## src/sv/mcms_pkg.sv

```systemverilog
`timescale 1ns / 1ps

package mcms_pkg;

    localparam int NUM_RUN_REGS = 4;
    localparam logic [17:0] COUNT_MAX = 18'h3FFFF;

    localparam logic [1:0] KIND_WRITE = 2'd0;
    localparam logic [1:0] KIND_TICK  = 2'd1;
    localparam logic [1:0] KIND_READ  = 2'd2;

    localparam logic [2:0] CMD_NONE        = 3'd0;
    localparam logic [2:0] CMD_OPEN_START  = 3'd1;
    localparam logic [2:0] CMD_OPEN_STOP   = 3'd2;
    localparam logic [2:0] CMD_CLOSE_START = 3'd3;
    localparam logic [2:0] CMD_CLOSE_STOP  = 3'd4;

    localparam logic [2:0] REG_ENABLE_MASK = 3'd0;
    localparam logic [2:0] REG_RUN_CH0     = 3'd1;
    localparam logic [2:0] REG_RUN_CH1     = 3'd2;
    localparam logic [2:0] REG_RUN_CH2     = 3'd3;
    localparam logic [2:0] REG_RUN_CH3     = 3'd4;

    typedef struct packed {
        logic [1:0] kind;
        logic [1:0] channel;
        logic       switch_setting;
        logic [7:0] percent;
    } t_in_item;

    typedef struct packed {
        logic [2:0] motor_command;
        logic [1:0] command_channel;
        logic [7:0] command_percent;
        logic       read_switch;
        logic [7:0] read_percent;
        logic       error;
    } t_out_item;

    typedef struct packed {
        logic [NUM_RUN_REGS-1:0]             enable_mask;
        logic [NUM_RUN_REGS-1:0][17:0]       run_limit;
    } t_cfg;

endpackage

```

## src/sv/mcms_cfg.sv

```systemverilog
`timescale 1ns / 1ps

module mcms_cfg #(
    parameter int TICKS_PER_SECOND = 10
) (
    input  logic                  i_clk,
    input  logic                  i_rst_n,
    input  logic                  psel,
    input  logic                  penable,
    input  logic                  pwrite,
    input  logic [4:0]            paddr,
    input  logic [31:0]           pwdata,
    output logic [31:0]           prdata,
    output logic                  pready,
    output mcms_pkg::t_cfg        o_cfg
);

    localparam int RESET_TICKS = 2 * TICKS_PER_SECOND;
    localparam logic [17:0] RESET_LIMIT =
        (RESET_TICKS > 32'h3FFFF) ? 18'h3FFFF : 18'(RESET_TICKS);

    logic [3:0]  r_enable_mask;
    logic [13:0] r_run_seconds [mcms_pkg::NUM_RUN_REGS];
    logic [17:0] r_run_limit   [mcms_pkg::NUM_RUN_REGS];

    logic        wr_en;
    logic [2:0]  reg_idx;
    logic [1:0]  run_idx;
    logic [13:0] wr_seconds;
    logic [13:0] clamped_seconds;
    logic [31:0] product;
    logic [17:0] n_limit;

    assign pready  = 1'b1;
    assign wr_en   = psel && penable && pwrite && pready;
    assign reg_idx = paddr[4:2];
    assign run_idx = 2'(reg_idx - 3'd1);

    assign wr_seconds      = pwdata[13:0];
    assign clamped_seconds = (wr_seconds < 14'd2) ? 14'd2 : wr_seconds;
    assign product         = 32'(clamped_seconds) * 32'(TICKS_PER_SECOND);
    assign n_limit         = (product > 32'(mcms_pkg::COUNT_MAX)) ?
                             mcms_pkg::COUNT_MAX : product[17:0];

    always_comb begin
        prdata = '0;
        unique case (reg_idx)
            mcms_pkg::REG_ENABLE_MASK: prdata = 32'(r_enable_mask);
            mcms_pkg::REG_RUN_CH0,
            mcms_pkg::REG_RUN_CH1,
            mcms_pkg::REG_RUN_CH2,
            mcms_pkg::REG_RUN_CH3:     prdata = 32'(r_run_seconds[run_idx]);
            default:                   prdata = '0;
        endcase
    end

    always_ff @(posedge i_clk) begin
        if (!i_rst_n) begin
            r_enable_mask <= '0;
            for (int i = 0; i < mcms_pkg::NUM_RUN_REGS; i++) begin
                r_run_seconds[i] <= 14'd2;
                r_run_limit[i]   <= RESET_LIMIT;
            end
        end else if (wr_en) begin
            unique case (reg_idx)
                mcms_pkg::REG_ENABLE_MASK: r_enable_mask <= pwdata[3:0];
                mcms_pkg::REG_RUN_CH0,
                mcms_pkg::REG_RUN_CH1,
                mcms_pkg::REG_RUN_CH2,
                mcms_pkg::REG_RUN_CH3: begin
                    r_run_seconds[run_idx] <= wr_seconds;
                    r_run_limit[run_idx]   <= n_limit;
                end
                default: ;
            endcase
        end
    end

    always_comb begin
        o_cfg.enable_mask = r_enable_mask;
        for (int i = 0; i < mcms_pkg::NUM_RUN_REGS; i++) begin
            o_cfg.run_limit[i] = r_run_limit[i];
        end
    end

endmodule

```

## src/sv/mcms_core.sv

```systemverilog
`timescale 1ns / 1ps

module mcms_core #(
    parameter int CHANNELS   = 4,
    parameter int DEAD_TICKS = 200
) (
    input  logic                  i_clk,
    input  logic                  i_rst_n,
    input  logic                  i_step,
    input  mcms_pkg::t_in_item    i_item,
    input  mcms_pkg::t_cfg        i_cfg,
    output mcms_pkg::t_out_item   o_result
);

    localparam int PW = (CHANNELS > 1) ? $clog2(CHANNELS) : 1;
    localparam int NR = mcms_pkg::NUM_RUN_REGS;
    localparam logic [17:0] DEAD_LIMIT = 18'(DEAD_TICKS);

    typedef enum logic [3:0] {
        PH_IDLE        = 4'd0,
        PH_SEARCH      = 4'd1,
        PH_OPEN_START  = 4'd2,
        PH_OPEN_RUN    = 4'd3,
        PH_OPEN_STOP   = 4'd4,
        PH_OPEN_DEAD   = 4'd5,
        PH_CLOSE_START = 4'd6,
        PH_CLOSE_RUN   = 4'd7,
        PH_CLOSE_STOP  = 4'd8,
        PH_CLOSE_DEAD  = 4'd9
    } t_phase;

    localparam logic [1:0] MOT_IDLE  = 2'd0;
    localparam logic [1:0] MOT_OPEN  = 2'd1;
    localparam logic [1:0] MOT_CLOSE = 2'd2;

    t_phase      r_phase [NR];
    logic [1:0]  r_motion [NR];
    logic        r_switch [NR];
    logic [7:0]  r_percent [NR];
    logic [17:0] r_count [NR];
    logic [PW-1:0] r_ptr;

    t_phase      n_phase [NR];
    logic [1:0]  n_motion [NR];
    logic        n_switch [NR];
    logic [7:0]  n_percent [NR];
    logic [17:0] n_count [NR];
    logic [PW-1:0] n_ptr;

    logic [PW-1:0] ptr_next;
    logic [1:0]    sidx;
    logic [1:0]    ch;
    logic          acc_en;
    logic          srv_en;
    logic [17:0]   bumped;
    logic [2:0]    cmd;

    assign ch       = i_item.channel;
    assign ptr_next = (r_ptr == PW'(CHANNELS - 1)) ? '0 : r_ptr + PW'(1);
    assign sidx     = 2'(ptr_next);
    assign acc_en   = (32'(ch) < CHANNELS) && i_cfg.enable_mask[ch];
    assign srv_en   = (32'(ptr_next) < CHANNELS) && (32'(ptr_next) < NR) &&
                      i_cfg.enable_mask[sidx];
    assign bumped   = (r_count[sidx] == mcms_pkg::COUNT_MAX) ?
                      r_count[sidx] : r_count[sidx] + 18'd1;

    always_comb begin
        n_phase   = r_phase;
        n_motion  = r_motion;
        n_switch  = r_switch;
        n_percent = r_percent;
        n_count   = r_count;
        n_ptr     = r_ptr;
        o_result  = '0;
        cmd       = mcms_pkg::CMD_NONE;

        unique case (i_item.kind)
            mcms_pkg::KIND_WRITE: begin
                if (!acc_en) begin
                    o_result.error = 1'b1;
                end else begin
                    if (r_switch[ch] != i_item.switch_setting ||
                        r_percent[ch] != i_item.percent) begin
                        n_phase[ch] = PH_SEARCH;
                    end
                    n_switch[ch]  = i_item.switch_setting;
                    n_percent[ch] = i_item.percent;
                end
            end
            mcms_pkg::KIND_READ: begin
                if (!acc_en) begin
                    o_result.error = 1'b1;
                end else begin
                    o_result.read_switch  = r_switch[ch];
                    o_result.read_percent = r_percent[ch];
                end
            end
            mcms_pkg::KIND_TICK: begin
                n_ptr = ptr_next;
                o_result.command_channel = sidx;
                if (!srv_en) begin
                    o_result.error = 1'b1;
                end else begin
                    case (r_phase[sidx])
                        PH_IDLE: ;
                        PH_SEARCH: begin
                            if (r_motion[sidx] == MOT_OPEN) begin
                                n_phase[sidx] = r_switch[sidx] ? PH_OPEN_START
                                                               : PH_OPEN_STOP;
                            end else if (r_motion[sidx] == MOT_CLOSE) begin
                                n_phase[sidx] = r_switch[sidx] ? PH_CLOSE_STOP
                                                               : PH_CLOSE_START;
                            end else begin
                                n_phase[sidx] = r_switch[sidx] ? PH_OPEN_START
                                                               : PH_CLOSE_START;
                            end
                        end
                        PH_OPEN_START: begin
                            n_motion[sidx] = MOT_OPEN;
                            cmd            = mcms_pkg::CMD_OPEN_START;
                            n_phase[sidx]  = PH_OPEN_RUN;
                            n_count[sidx]  = '0;
                        end
                        PH_OPEN_RUN: begin
                            n_count[sidx] = bumped;
                            if (bumped >= i_cfg.run_limit[sidx]) begin
                                n_count[sidx] = '0;
                                n_phase[sidx] = PH_OPEN_DEAD;
                                cmd           = mcms_pkg::CMD_OPEN_STOP;
                            end
                        end
                        PH_OPEN_STOP: begin
                            n_count[sidx] = '0;
                            n_phase[sidx] = PH_OPEN_DEAD;
                            cmd           = mcms_pkg::CMD_OPEN_STOP;
                        end
                        PH_OPEN_DEAD: begin
                            n_count[sidx] = bumped;
                            if (bumped >= DEAD_LIMIT) begin
                                n_count[sidx]  = '0;
                                n_motion[sidx] = MOT_IDLE;
                                n_phase[sidx]  = r_switch[sidx] ? PH_IDLE
                                                                : PH_CLOSE_START;
                            end
                        end
                        PH_CLOSE_START: begin
                            n_motion[sidx] = MOT_CLOSE;
                            cmd            = mcms_pkg::CMD_CLOSE_START;
                            n_phase[sidx]  = PH_CLOSE_RUN;
                            n_count[sidx]  = '0;
                        end
                        PH_CLOSE_RUN: begin
                            n_count[sidx] = bumped;
                            if (bumped >= i_cfg.run_limit[sidx]) begin
                                n_count[sidx] = '0;
                                n_phase[sidx] = PH_CLOSE_DEAD;
                                cmd           = mcms_pkg::CMD_CLOSE_STOP;
                            end
                        end
                        PH_CLOSE_STOP: begin
                            n_count[sidx] = '0;
                            n_phase[sidx] = PH_CLOSE_DEAD;
                            cmd           = mcms_pkg::CMD_CLOSE_STOP;
                        end
                        PH_CLOSE_DEAD: begin
                            n_count[sidx] = bumped;
                            if (bumped >= DEAD_LIMIT) begin
                                n_count[sidx]  = '0;
                                n_motion[sidx] = MOT_IDLE;
                                n_phase[sidx]  = r_switch[sidx] ? PH_OPEN_START
                                                                : PH_IDLE;
                            end
                        end
                        default: begin
                            n_phase[sidx]  = PH_IDLE;
                            n_motion[sidx] = MOT_IDLE;
                        end
                    endcase
                    o_result.motor_command = cmd;
                    if (cmd != mcms_pkg::CMD_NONE) begin
                        o_result.command_percent = r_percent[sidx];
                    end
                end
            end
            default: ;
        endcase
    end

    always_ff @(posedge i_clk) begin
        if (!i_rst_n) begin
            for (int i = 0; i < NR; i++) begin
                r_phase[i]   <= PH_IDLE;
                r_motion[i]  <= MOT_IDLE;
                r_switch[i]  <= 1'b0;
                r_percent[i] <= '0;
                r_count[i]   <= '0;
            end
            r_ptr <= '0;
        end else if (i_step) begin
            r_phase   <= n_phase;
            r_motion  <= n_motion;
            r_switch  <= n_switch;
            r_percent <= n_percent;
            r_count   <= n_count;
            r_ptr     <= n_ptr;
        end
    end

endmodule

```

## src/sv/multi_channel_motor_run_sequencer.sv

```systemverilog
`timescale 1ns / 1ps

// Run sequencer for up to four curtain motors. Each item passes an input register and a
// result register, so the block takes one item every cycle while the output does not stall;
// a result is registered when its item leaves the input register, and all channel state is
// updated in the single step between the two registers. Write items set a channel's direction
// and percent, read items return them, and tick items step the next channel in round-robin
// order through start, run, stop and dead time. Run times are converted to tick limits when
// the configuration register is written, so configuration takes effect on the next item.
module multi_channel_motor_run_sequencer #(
    parameter int CHANNELS         = 4,
    parameter int DEAD_TICKS       = 200,
    parameter int TICKS_PER_SECOND = 10
) (
    input  logic                  i_clk,
    input  logic                  i_rst_n,
    input  logic                  i_in_valid,
    output logic                  o_in_stall,
    input  mcms_pkg::t_in_item    i_in_item,
    output logic                  o_out_valid,
    input  logic                  i_out_stall,
    output mcms_pkg::t_out_item   o_out_item,
    input  logic                  psel,
    input  logic                  penable,
    input  logic                  pwrite,
    input  logic [4:0]            paddr,
    input  logic [31:0]           pwdata,
    output logic [31:0]           prdata,
    output logic                  pready
);

    logic                 r_in_valid;
    mcms_pkg::t_in_item   r_in_item;
    logic                 r_out_valid;
    mcms_pkg::t_out_item  r_out_item;

    mcms_pkg::t_cfg       cfg;
    mcms_pkg::t_out_item  step_result;
    logic                 out_free;
    logic                 advance;
    logic                 in_take;

    mcms_cfg #(
        .TICKS_PER_SECOND(TICKS_PER_SECOND)
    ) u_cfg (
        .i_clk   (i_clk),
        .i_rst_n (i_rst_n),
        .psel    (psel),
        .penable (penable),
        .pwrite  (pwrite),
        .paddr   (paddr),
        .pwdata  (pwdata),
        .prdata  (prdata),
        .pready  (pready),
        .o_cfg   (cfg)
    );

    mcms_core #(
        .CHANNELS   (CHANNELS),
        .DEAD_TICKS (DEAD_TICKS)
    ) u_core (
        .i_clk    (i_clk),
        .i_rst_n  (i_rst_n),
        .i_step   (advance),
        .i_item   (r_in_item),
        .i_cfg    (cfg),
        .o_result (step_result)
    );

    assign out_free   = !r_out_valid || !i_out_stall;
    assign advance    = r_in_valid && out_free;
    assign o_in_stall = r_in_valid && !advance;
    assign in_take    = i_in_valid && !o_in_stall;

    always_ff @(posedge i_clk) begin
        if (!i_rst_n) begin
            r_in_valid  <= 1'b0;
            r_out_valid <= 1'b0;
        end else begin
            r_in_valid  <= in_take || (r_in_valid && !advance);
            r_out_valid <= advance || (r_out_valid && i_out_stall);
        end
    end

    always_ff @(posedge i_clk) begin
        if (in_take) begin
            r_in_item <= i_in_item;
        end
        if (advance) begin
            r_out_item <= step_result;
        end
    end

    assign o_out_valid = r_out_valid;
    assign o_out_item  = r_out_item;

    a_error_no_command: assert property (@(posedge i_clk) disable iff (!i_rst_n)
        o_out_valid && o_out_item.error |-> o_out_item.motor_command == mcms_pkg::CMD_NONE)
        else $error("Error result carries a motor command.");

    a_command_no_read: assert property (@(posedge i_clk) disable iff (!i_rst_n)
        o_out_valid && o_out_item.motor_command != mcms_pkg::CMD_NONE |->
            !o_out_item.read_switch && o_out_item.read_percent == 8'd0)
        else $error("Motor command result carries read data.");

    a_held_item_kept: assert property (@(posedge i_clk) disable iff (!i_rst_n)
        r_in_valid && !advance |=> r_in_valid && $stable(r_in_item))
        else $error("Held input item was lost or changed.");

    a_result_held: assert property (@(posedge i_clk) disable iff (!i_rst_n)
        r_out_valid && i_out_stall |=> r_out_valid && $stable(r_out_item))
        else $error("Stalled result was overwritten.");

endmodule
```

## config.mk

```make
export PLATFORM = sky130hd
export DESIGN_NAME = multi_channel_motor_run_sequencer
export DESIGN_NICKNAME = d
export VERILOG_FILES = /design/src/sv/mcms_pkg.sv /design/src/sv/mcms_cfg.sv /design/src/sv/mcms_core.sv /design/src/sv/multi_channel_motor_run_sequencer.sv
export SDC_FILE = /design/constraint.sdc
export NUM_CORES = 1
export LEC_CHECK = 0
export BUFFER_PORTS_ARGS = -buffer_cell sky130_fd_sc_hd__buf_4
export CORE_ASPECT_RATIO = 1.1
export CORE_UTILIZATION = 58
export CTS_CLUSTER_SIZE = 28
export DETAILED_ROUTE_END_ITERATION = 8
export GPL_TIMING_DRIVEN = 0
export MAX_ROUTING_LAYER = met4
export PLACE_DENSITY = 0.77
export REMOVE_ABC_BUFFERS = 1
export SETUP_SLACK_MARGIN = 0.2
export SYNTH_ARGS = -nofsm -noshare
export SYNTH_HDL_FRONTEND = slang
export SYNTH_HIERARCHICAL = 1
export SYNTH_SLANG_ARGS = --single-unit
```

## constraint.sdc

```tcl
create_clock -name i_clk -period 12.7 [get_ports i_clk]
set_input_delay 0.635 -clock i_clk [delete_from_list [all_inputs] [get_ports i_clk]]
set_output_delay 0.635 -clock i_clk [all_outputs]
set_load 0.02 [all_outputs]
```

==> results of run 1 <==
flip-flops by register name, summed over array words and instances, names as in the netlist, named ones only:
| register | cells |
|---|---|
| u_cfg/r_run_limit | 68 |
| u_core/r_ptr | 2 |
| r_in_valid | 1 |
| u_cfg/r_run_seconds | 56 |
| u_cfg/r_enable_mask | 4 |
| u_core/r_motion | 7 |
| u_core/r_phase | 16 |
| u_core/r_count | 72 |
| u_core/r_percent | 32 |
| r_in_item | 13 |
| u_core/r_switch | 4 |
| o_out_valid | 1 |
| o_out_item | 23 |
cell type report:
| cell class | count | area [um2] | share of cell area [%] |
|---|---|---|---|
| Multi-Input combinational cell | 1023 | 7680 | 43.4 |
| Sequential cell | 300 | 7610 | 43.0 |
| Clock buffer | 44 | 907 | 5.12 |
| Timing Repair Buffer | 82 | 692 | 3.91 |
| Tap cell | 357 | 447 | 2.52 |
| Inverter | 56 | 210 | 1.19 |
| Clock inverter | 10 | 160 | 0.905 |
power groups by stage:
stage / clock [mW] / combinational [mW] / sequential, mW
after CTS: 0.957 / 0.197 / 1.06
after global routing: 0.998 / 0.214 / 1.07
after floorplan: 0 / 0.121 / 1.08
after global placement: 0 / 0.188 / 1.08
final: 0.944 / 0.197 / 1.06
after detailed placement: 0 / 0.195 / 1.08
synthesized netlist by cell type (all sizes together) (28+ instances only):
| master | n |
|---|---|
| nor2 | 168 |
| edfxtp | 160 |
| dfxtp | 140 |
| nand2 | 122 |
| and2 | 83 |
| mux4 | 76 |
| a21oi | 68 |
| buf | 61 |
| mux2i | 57 |
| clkbuf | 56 |
| inv | 55 |
| nand3 | 53 |
| ha | 47 |
| a211oi | 37 |
| o21ai | 30 |
| nor3 | 28 |
layer usage:
| layer | vias to the layer above | track usage, % |
|---|---|---|
| met5 | - | - |
| li1 | 5346 | - |
| met2 | 390 | 47.1 |
| met4 | 0 | 8.69 |
| met1 | 5589 | 33.4 |
| met3 | 72 | 3.17 |
metrics by stage:
| stage | setup WS, ns | instance area, um2 |
|---|---|---|
| detailed placement | 5.18 | 16600 |
| floorplan | 5.85 | 15400 |
| CTS | 5.11 | 17700 |
| global placement | 3.58 | 16500 |
| global route | 4.60 | 17700 |
| finish | 5.02 | 17700 |
cell families (layout without fill, tap and decap cells):
| group | Yosys count | in the layout | synth area share, % |
|---|---|---|---|
| fa+ha+maj | 48 | 48 | 3.81 |
| xor+xnor | 28 | 28 | 1.54 |
| mux | 139 | 139 | 14.7 |
| other cells | 2 | 23 | 0.0470 |
| compound gates | 226 | 226 | 9.59 |
| flops | 300 | 300 | 47.6 |
| simple gates | 559 | 559 | 17.5 |
| buf+inv | 173 | 192 | 5.15 |
final timing paths:
check	startpoint	endpoint	slack [ns]	cells after the start
min reg2reg	u_core/r_phase[14]	u_core/r_phase[14]	0.46	2
max	u_core/r_ptr[0]	u_core/r_phase[2]	5.02	20
max reg2reg	u_core/r_ptr[0]	u_core/r_phase[2]	5.02	20
min	i_in_item[1]	r_in_item[1]	0.24	1
==> PnR_summary.wiki, run 1 <==
{| class="wikitable"
! Metric !! Value
|-
| Worst ir drop on vdd || 0.000105 V
|-
| Vertical die dimension || 176 um
|-
| Pin count of the biggest net entering global routing || 61
|-
| Amount of wire on met2 after detailed routing || 18.7 mm
|-
| Number of enable flip-flop cells after synthesis || 160
|-
| Commonest non-fill, non-tap cell in the layout || nor2_1
|-
| Synthesized instance count || 1475
|-
| Crit Path Max Fanout || 20
|-
| Share of layout cells above drive strength 1 || 16.6%
|-
| Critical Setup Path Class || reg2reg
|-
| Number of gates given a new drive strength after cts || 0
|-
| Clock slew at the register clock pins of the worst setup and hold paths || 0.07 ns
|-
| Most area-hungry cell type in the Yosys netlist || edfxtp_1
|-
| Int Pwr || 1.70 mW
|-
| Cell chain of the critical path || ha_1, nor2_4, buf_12, mux4_2, ha_1, nand3_1, or2_1, nor4b_2, mux2i_1, inv_1, ha_1, a21o_1, a21o_1, a21o_1, a211o_1, a211oi_1, a31oi_1, and3_1, nor4b_2, a221o_1
|-
| Number of flip-flops and latches in the synthesized netlist || 300
|-
| Ant. Diodes || 0
|-
| Library cells used by synthesis || 89
|-
| Final hold violation count || 0
|-
| Sequential share of power || 48.2%
|-
| Area added between synthesis and finish || 10.8%
|-
| Final core utilization || 65.5%
|-
| Count of max-cap constraint violations || 0
|-
| Unrepaired setup endpoints after global routing || false
|-
| NumNets Final || 1598
|-
| Clk Tree Root Cell || clkbuf_16
|-
| Number of instances in the placed design || 1818
|-
| Number of nets still failing antenna checks after routing || 0
|-
| Cell family contributing the most delay on the critical path || simple AND/OR/NAND/NOR gates
|-
| Sort of element at the start of the critical path || flip-flop
|-
| First drt pass iteration count || 6
|-
| Port buffer count || 75
|-
| CP Data Arrival Time || 8.11 ns
|-
| Worst skew pair latency || 0.57 ns
|-
| Total Neg Setup Slack || 0 ns
|-
| Starting density of the core || 59.1%
|-
| Sequential fraction of the synthesis area || around 48%
|-
| Setup fix buffers added after clock tree synthesis || 0
|-
| Worst stage delay on the critical path || 0.68 ns
|-
| Avg Synthesized Cell Area || approximately 11 um2
|-
| Result of the run || completed
|-
| Filler cell count || 2031
|-
| Detailed Place HPWL || 24.2 mm
|-
| All-layer global routing usage || 27.2%
|-
| Wire length of the first global-routing pass || about 60 mm
|-
| Final routed wirelength across all metal layers || 36.5 mm
|-
| Number of hold buffers added after CTS || 0
|-
| Clock power share || 42.8%
|-
| CTS tree || done
|-
| Fraction of power consumed by combinational cells || under 10%
|-
| Transition time of the tightest slew-check pin || 1.44 ns
|-
| Post-layout min period || around 7.7 ns
|-
| Async set-reset flop share out of synthesis || 0%
|-
| Static power due to leakage || 6.77 nW
|-
| Pwr dens || 125 nW/um2
|-
| Boundary pin count || 115
|-
| Type of the tightest min-delay check || in2reg
|-
| Average via count per standard cell || 6.09
|-
| Post-synth top flop || edfxtp_1
|-
| Highest layer used for signal routing || met4
|-
| Worst setup skew after layout || 0.0320 ns
|-
| Number of warning messages in the yosys log || 6
|-
| Switching power share of the total || between 20% and 30%
|-
| Max-slew headroom || 3.48%
|-
| Via count of the first global-routing pass || 11500
|-
| Worst-case hold slack || roughly 0.24 ns
|-
| Critical Path Slowest Stage Cell || nor2_4
|-
| Number of buffers added by the clock tree synthesis step || 30
|-
| # clock sinks || 300
|-
| Count of buffer and inverter cells on the critical path || 2
|-
| Synthesized cell area || 16000 um2
|-
| CP required || 13.13 ns
|-
| Cells taking the most area after synthesis || edfxtp_1 30%, dfxtp_1 18%, mux4_2 11%
|-
| Area share of the largest cell type after synthesis || ~30%
|-
| Nature of the critical path endpoint || flip-flop
|-
| # setup viols final || 0
|-
| Width of the die || about 160 um
|-
| Routed wirelength normalized by instance count || 19.5 um
|-
| Max clock buf depth || 3
|-
| Total DRC errors in the routed layout || 0
|-
| GP Congestion || about 0.91
|-
| Final Cycle Share || 60.5%
|-
| Commonest non-fill, non-tap cells in the layout || 167 x nor2_1, 160 x edfxtp_1, 140 x dfxtp_1
|-
| Number of vias in the routed layout || 11400
|-
| Core Rows || 63
|-
| Number of max-slew violations in the final report || 0
|-
| Net switching power figure || approximately 0.5 mW
|-
| Iteration-0 DRC count of the detailed router || 906
|-
| Maximum clock frequency || 130 MHz
|-
| Die area || 28200 um2
|-
| Total Power || 2.20 mW
|-
| Metal3 WL || 2.15 mm
|-
| Post-route non-filler standard cell count || 1872
|-
| Grt ovf || 0
|-
| Antenna violations before repair || 0
|-
| DRT met1 WL || around 15 mm
|-
| Core Box Area || between 20000 and 30000 um2
|-
| H-tree depth || 1
|}
(Power assumes the default switching activity.)
==> inputs of run 2 (changes only) <==
Clock period 12.7 ns to 7.4 ns, I/O delays scaled along.
==> run 2 against run 1 <==
Compared with the run above: the flow now finishes with violations (max-capacitance violations); critical path depth unchanged; sequential power up 72%; utilization increased by 0.60 points; critical endpoint unchanged; non-clock buffer count is 13 higher; maximum frequency rose by 12%; largest power group unchanged; global-route usage increased by 0.20 points; worst setup slack worse by 4.5 ns; count of clock-buffer cells in the layout is the same.
==> PnR_summary.wiki, run 2 (synthesis results as in run 1) <==
{| class="wikitable"
! Metric !! Value
|-
| Worst Setup Slack post-DPL || -0.116 ns (-5.30 ns)
|-
| Most frequent cell on the critical path || a21o_1
|-
| All-layer global routing usage || 27.4% (+0.20 points)
|-
| Final Cycle Share || 92.5% (+32 points)
|-
| Via count of the first global-routing pass || 11500 (+0.80%)
|-
| Number of nets still failing antenna checks after routing || 0 (unchanged)
|-
| Critical Setup Path Class || reg2reg
|-
| Number of buffers added by the clock tree synthesis step || 30 (unchanged)
|-
| Crit Path Max Fanout || 43 (+110%)
|-
| Grt ovf || 0 (unchanged)
|-
| Post-layout min period || 6.84 ns (-0.834 ns)
|-
| # setup viols final || 0 (unchanged)
|-
| Pwr dens || 212 nW/um2 (+70%)
|-
| Clock slew at the register clock pins of the worst setup and hold paths || 0.07 ns (about the same)
|-
| Total Neg Setup Slack || 0 ns (unchanged)
|-
| Number of vias in the routed layout || 11500 (+0.73%)
|-
| Boundary pin count || 115 (unchanged)
|-
| Cell chain of the critical path || inv_1, ha_4, buf_16, mux4_2, ha_1, nand3_1, or2_1, nor4b_4, mux2i_2, inv_1, ha_1, a21o_1, a21o_1, a21o_1, a211o_1, a211oi_2, a31oi_2, and3_1, nor4b_2, a221o_1
|-
| Type of the tightest min-delay check || in2reg
|-
| Clk Tree Root Cell || clkbuf_16
|-
| Die area || 28200 um2 (unchanged)
|-
| Register with the most flip-flops || u_core/r_count
|-
| CTS tree || done
|-
| Sort of element at the start of the critical path || flip-flop
|-
| Flip-flop count of the largest register after layout || 72 (unchanged)
|-
| Cell area after placement || 16600 um2 (unchanged)
|-
| Width of the die || 160 um (unchanged)
|-
| Worst setup skew after layout || 0.0354 ns (+0.00340 ns)
|-
| Top flop regs || u_core/r_count: 72 flops, u_cfg/r_run_limit: 68 flops, u_cfg/r_run_seconds: 56 flops
|-
| Commonest non-fill, non-tap cell in the layout || nor2_1
|-
| Total DRC errors in the routed layout || 0 (unchanged)
|-
| Ant. Diodes || 0 (unchanged)
|-
| Worst setup slack after layout || 0.557 ns (-4.47 ns)
|-
| Nature of the critical path endpoint || flip-flop
|-
| Area added between synthesis and finish || 11.8%
|-
| Static power due to leakage || 6.85 nW (+1.1%)
|-
| Final core utilization || 66.1% (+0.60 points)
|-
| Wire length of the first global-routing pass || 59.8 mm (+0.88%)
|-
| CP required || 7.83 ns (-5.30 ns)
|-
| H-tree depth || 1 (unchanged)
|-
| Number of max-slew violations in the final report || 0 (unchanged)
|-
| CP Data Arrival Time || 7.28 ns (-0.83 ns)
|-
| Starting density of the core || 59.1% (unchanged)
|-
| Average via count per standard cell || 6.09 (about the same)
|-
| Worst-case hold slack || 0.0211 ns (-0.223 ns)
|-
| Vertical die dimension || 176 um (unchanged)
|-
| Final hold violation count || 0 (unchanged)
|-
| Count of max-cap constraint violations || 1 (+1)
|-
| Worst ir drop on vdd || 0.000182 V (+73%)
|-
| Max-slew headroom || 2.10% (-1.4 points)
|-
| Share of layout cells above drive strength 1 || 16.8% (+0.17 points)
|-
| NumNets Final || 1612 (+0.88%)
|-
| Post-route non-filler standard cell count || 1886 (+0.75%)
|-
| Number of instances in the placed design || 1818 (unchanged)
|-
| Total Power || 3.79 mW (+72%)
|-
| Final non-filler cell area || 17900 um2 (+0.92%)
|-
| Maximum clock frequency || 146 MHz (+12%)
|-
| Detailed Place HPWL || 24.2 mm (unchanged)
|-
| Worst stage delay on the critical path || 0.57 ns (-0.11 ns)
|-
| Unrepaired setup endpoints after global routing || false
|-
| Routed wirelength normalized by instance count || 19.6 um (+0.39%)
|-
| Port buffer count || 75 (unchanged)
|-
| Final routed wirelength across all metal layers || 36.9 mm (+1.1%)
|-
| Transition time of the tightest slew-check pin || 1.46 ns (+0.0206 ns)
|-
| Worst skew pair latency || 0.57 ns (about the same)
|-
| Core Rows || 63 (unchanged)
|-
| Result of the run || finished, violations left
|-
| Commonest non-fill, non-tap cells in the layout || 167 x nor2_1, 160 x edfxtp_1, 140 x dfxtp_1
|-
| First drt pass iteration count || 5 (-1)
|-
| Cell family contributing the most delay on the critical path || compound AO/OA/AOI/OAI gates
|-
| Critical Path Slowest Stage Cell || ha_4
|-
| # clock sinks || 300 (unchanged)
|-
| Iteration-0 DRC count of the detailed router || 937 (+3.4%)
|-
| Violations in the final reports || max-capacitance violations
|-
| Antenna violations before repair || 0 (unchanged)
|-
| Core Box Area || 27000 um2 (unchanged)
|-
| Pin count of the biggest net entering global routing || 61 (unchanged)
|-
| GP Congestion || 0.908 (unchanged)
|-
| Count of buffer and inverter cells on the critical path || 3 (+1)
|-
| Max clock buf depth || 3 (unchanged)
|}
-- run 2: power by group --
part	total, mW	internal (mW)	switching [mW]
logic	0.345	0.135	0.210
registers	1.82	1.80	0.0231
clock network	1.62	0.986	0.636
total	3.79	2.92	0.869
-- run 2: layer usage --
layer	global-route usage [%]	vias to the layer above	wire (um)
li1	-	5363	-
met1	33.7	5614	15000
met2	47.9	429	18800
met3	2.91	74	2220
met4	8.37	0	835
met5	-	-	0
-- run 2: final cells by class --
class                           count  area [um2]
Tap cell                          357         447
Inverter                           56         210
Clock inverter                     10         160
Multi-Input combinational cell   1024        7710
Sequential cell                   300        7610
Fill cell                        2000        9170
Timing Repair Buffer               95         822
Clock buffer                       44         907
-- run 2: path summary, 6_finish.rpt --
path	startpoint	to	slack, ns	cells past startpoint
hold / removal	i_in_valid	r_in_valid	0.02	2
hold reg to reg	u_core/r_phase[14]	u_core/r_phase[14]	0.46	2
setup / recovery	u_core/r_ptr[0]	u_core/r_phase[2]	0.56	20
setup reg to reg	u_core/r_ptr[0]	u_core/r_phase[2]	0.56	20
-- run 2: worst reg2reg max path, cell delays in order (launching register included) --
cell and delay (ns):
dfxtp_1 0.53, inv_1 0.15, ha_4 0.57, buf_16 0.29, mux4_2 0.35, ha_1 0.19
nand3_1 0.32, or2_1 0.40, nor4b_4 0.45, mux2i_2 0.44, inv_1 0.09, ha_1 0.28
a21o_1 0.15, a21o_1 0.18, a21o_1 0.18, a211o_1 0.30, a211oi_2 0.44, a31oi_2 0.34
and3_1 0.45, nor4b_2 0.23, a221o_1 0.37
-- run 2: repair_timing --
| item | in CTS | in global routing |
|---|---|---|
| gates cloned | 1 | 0 |
| pin swaps | 1 | 0 |
| hold buffers | 13 | 0 |
| setup endpoints to repair | 14 | 37 |
| endpoints found under the hold margin | 13 | 0 |
| setup buffers | 0 | 0 |
| gates resized for setup | 1 | 4 |
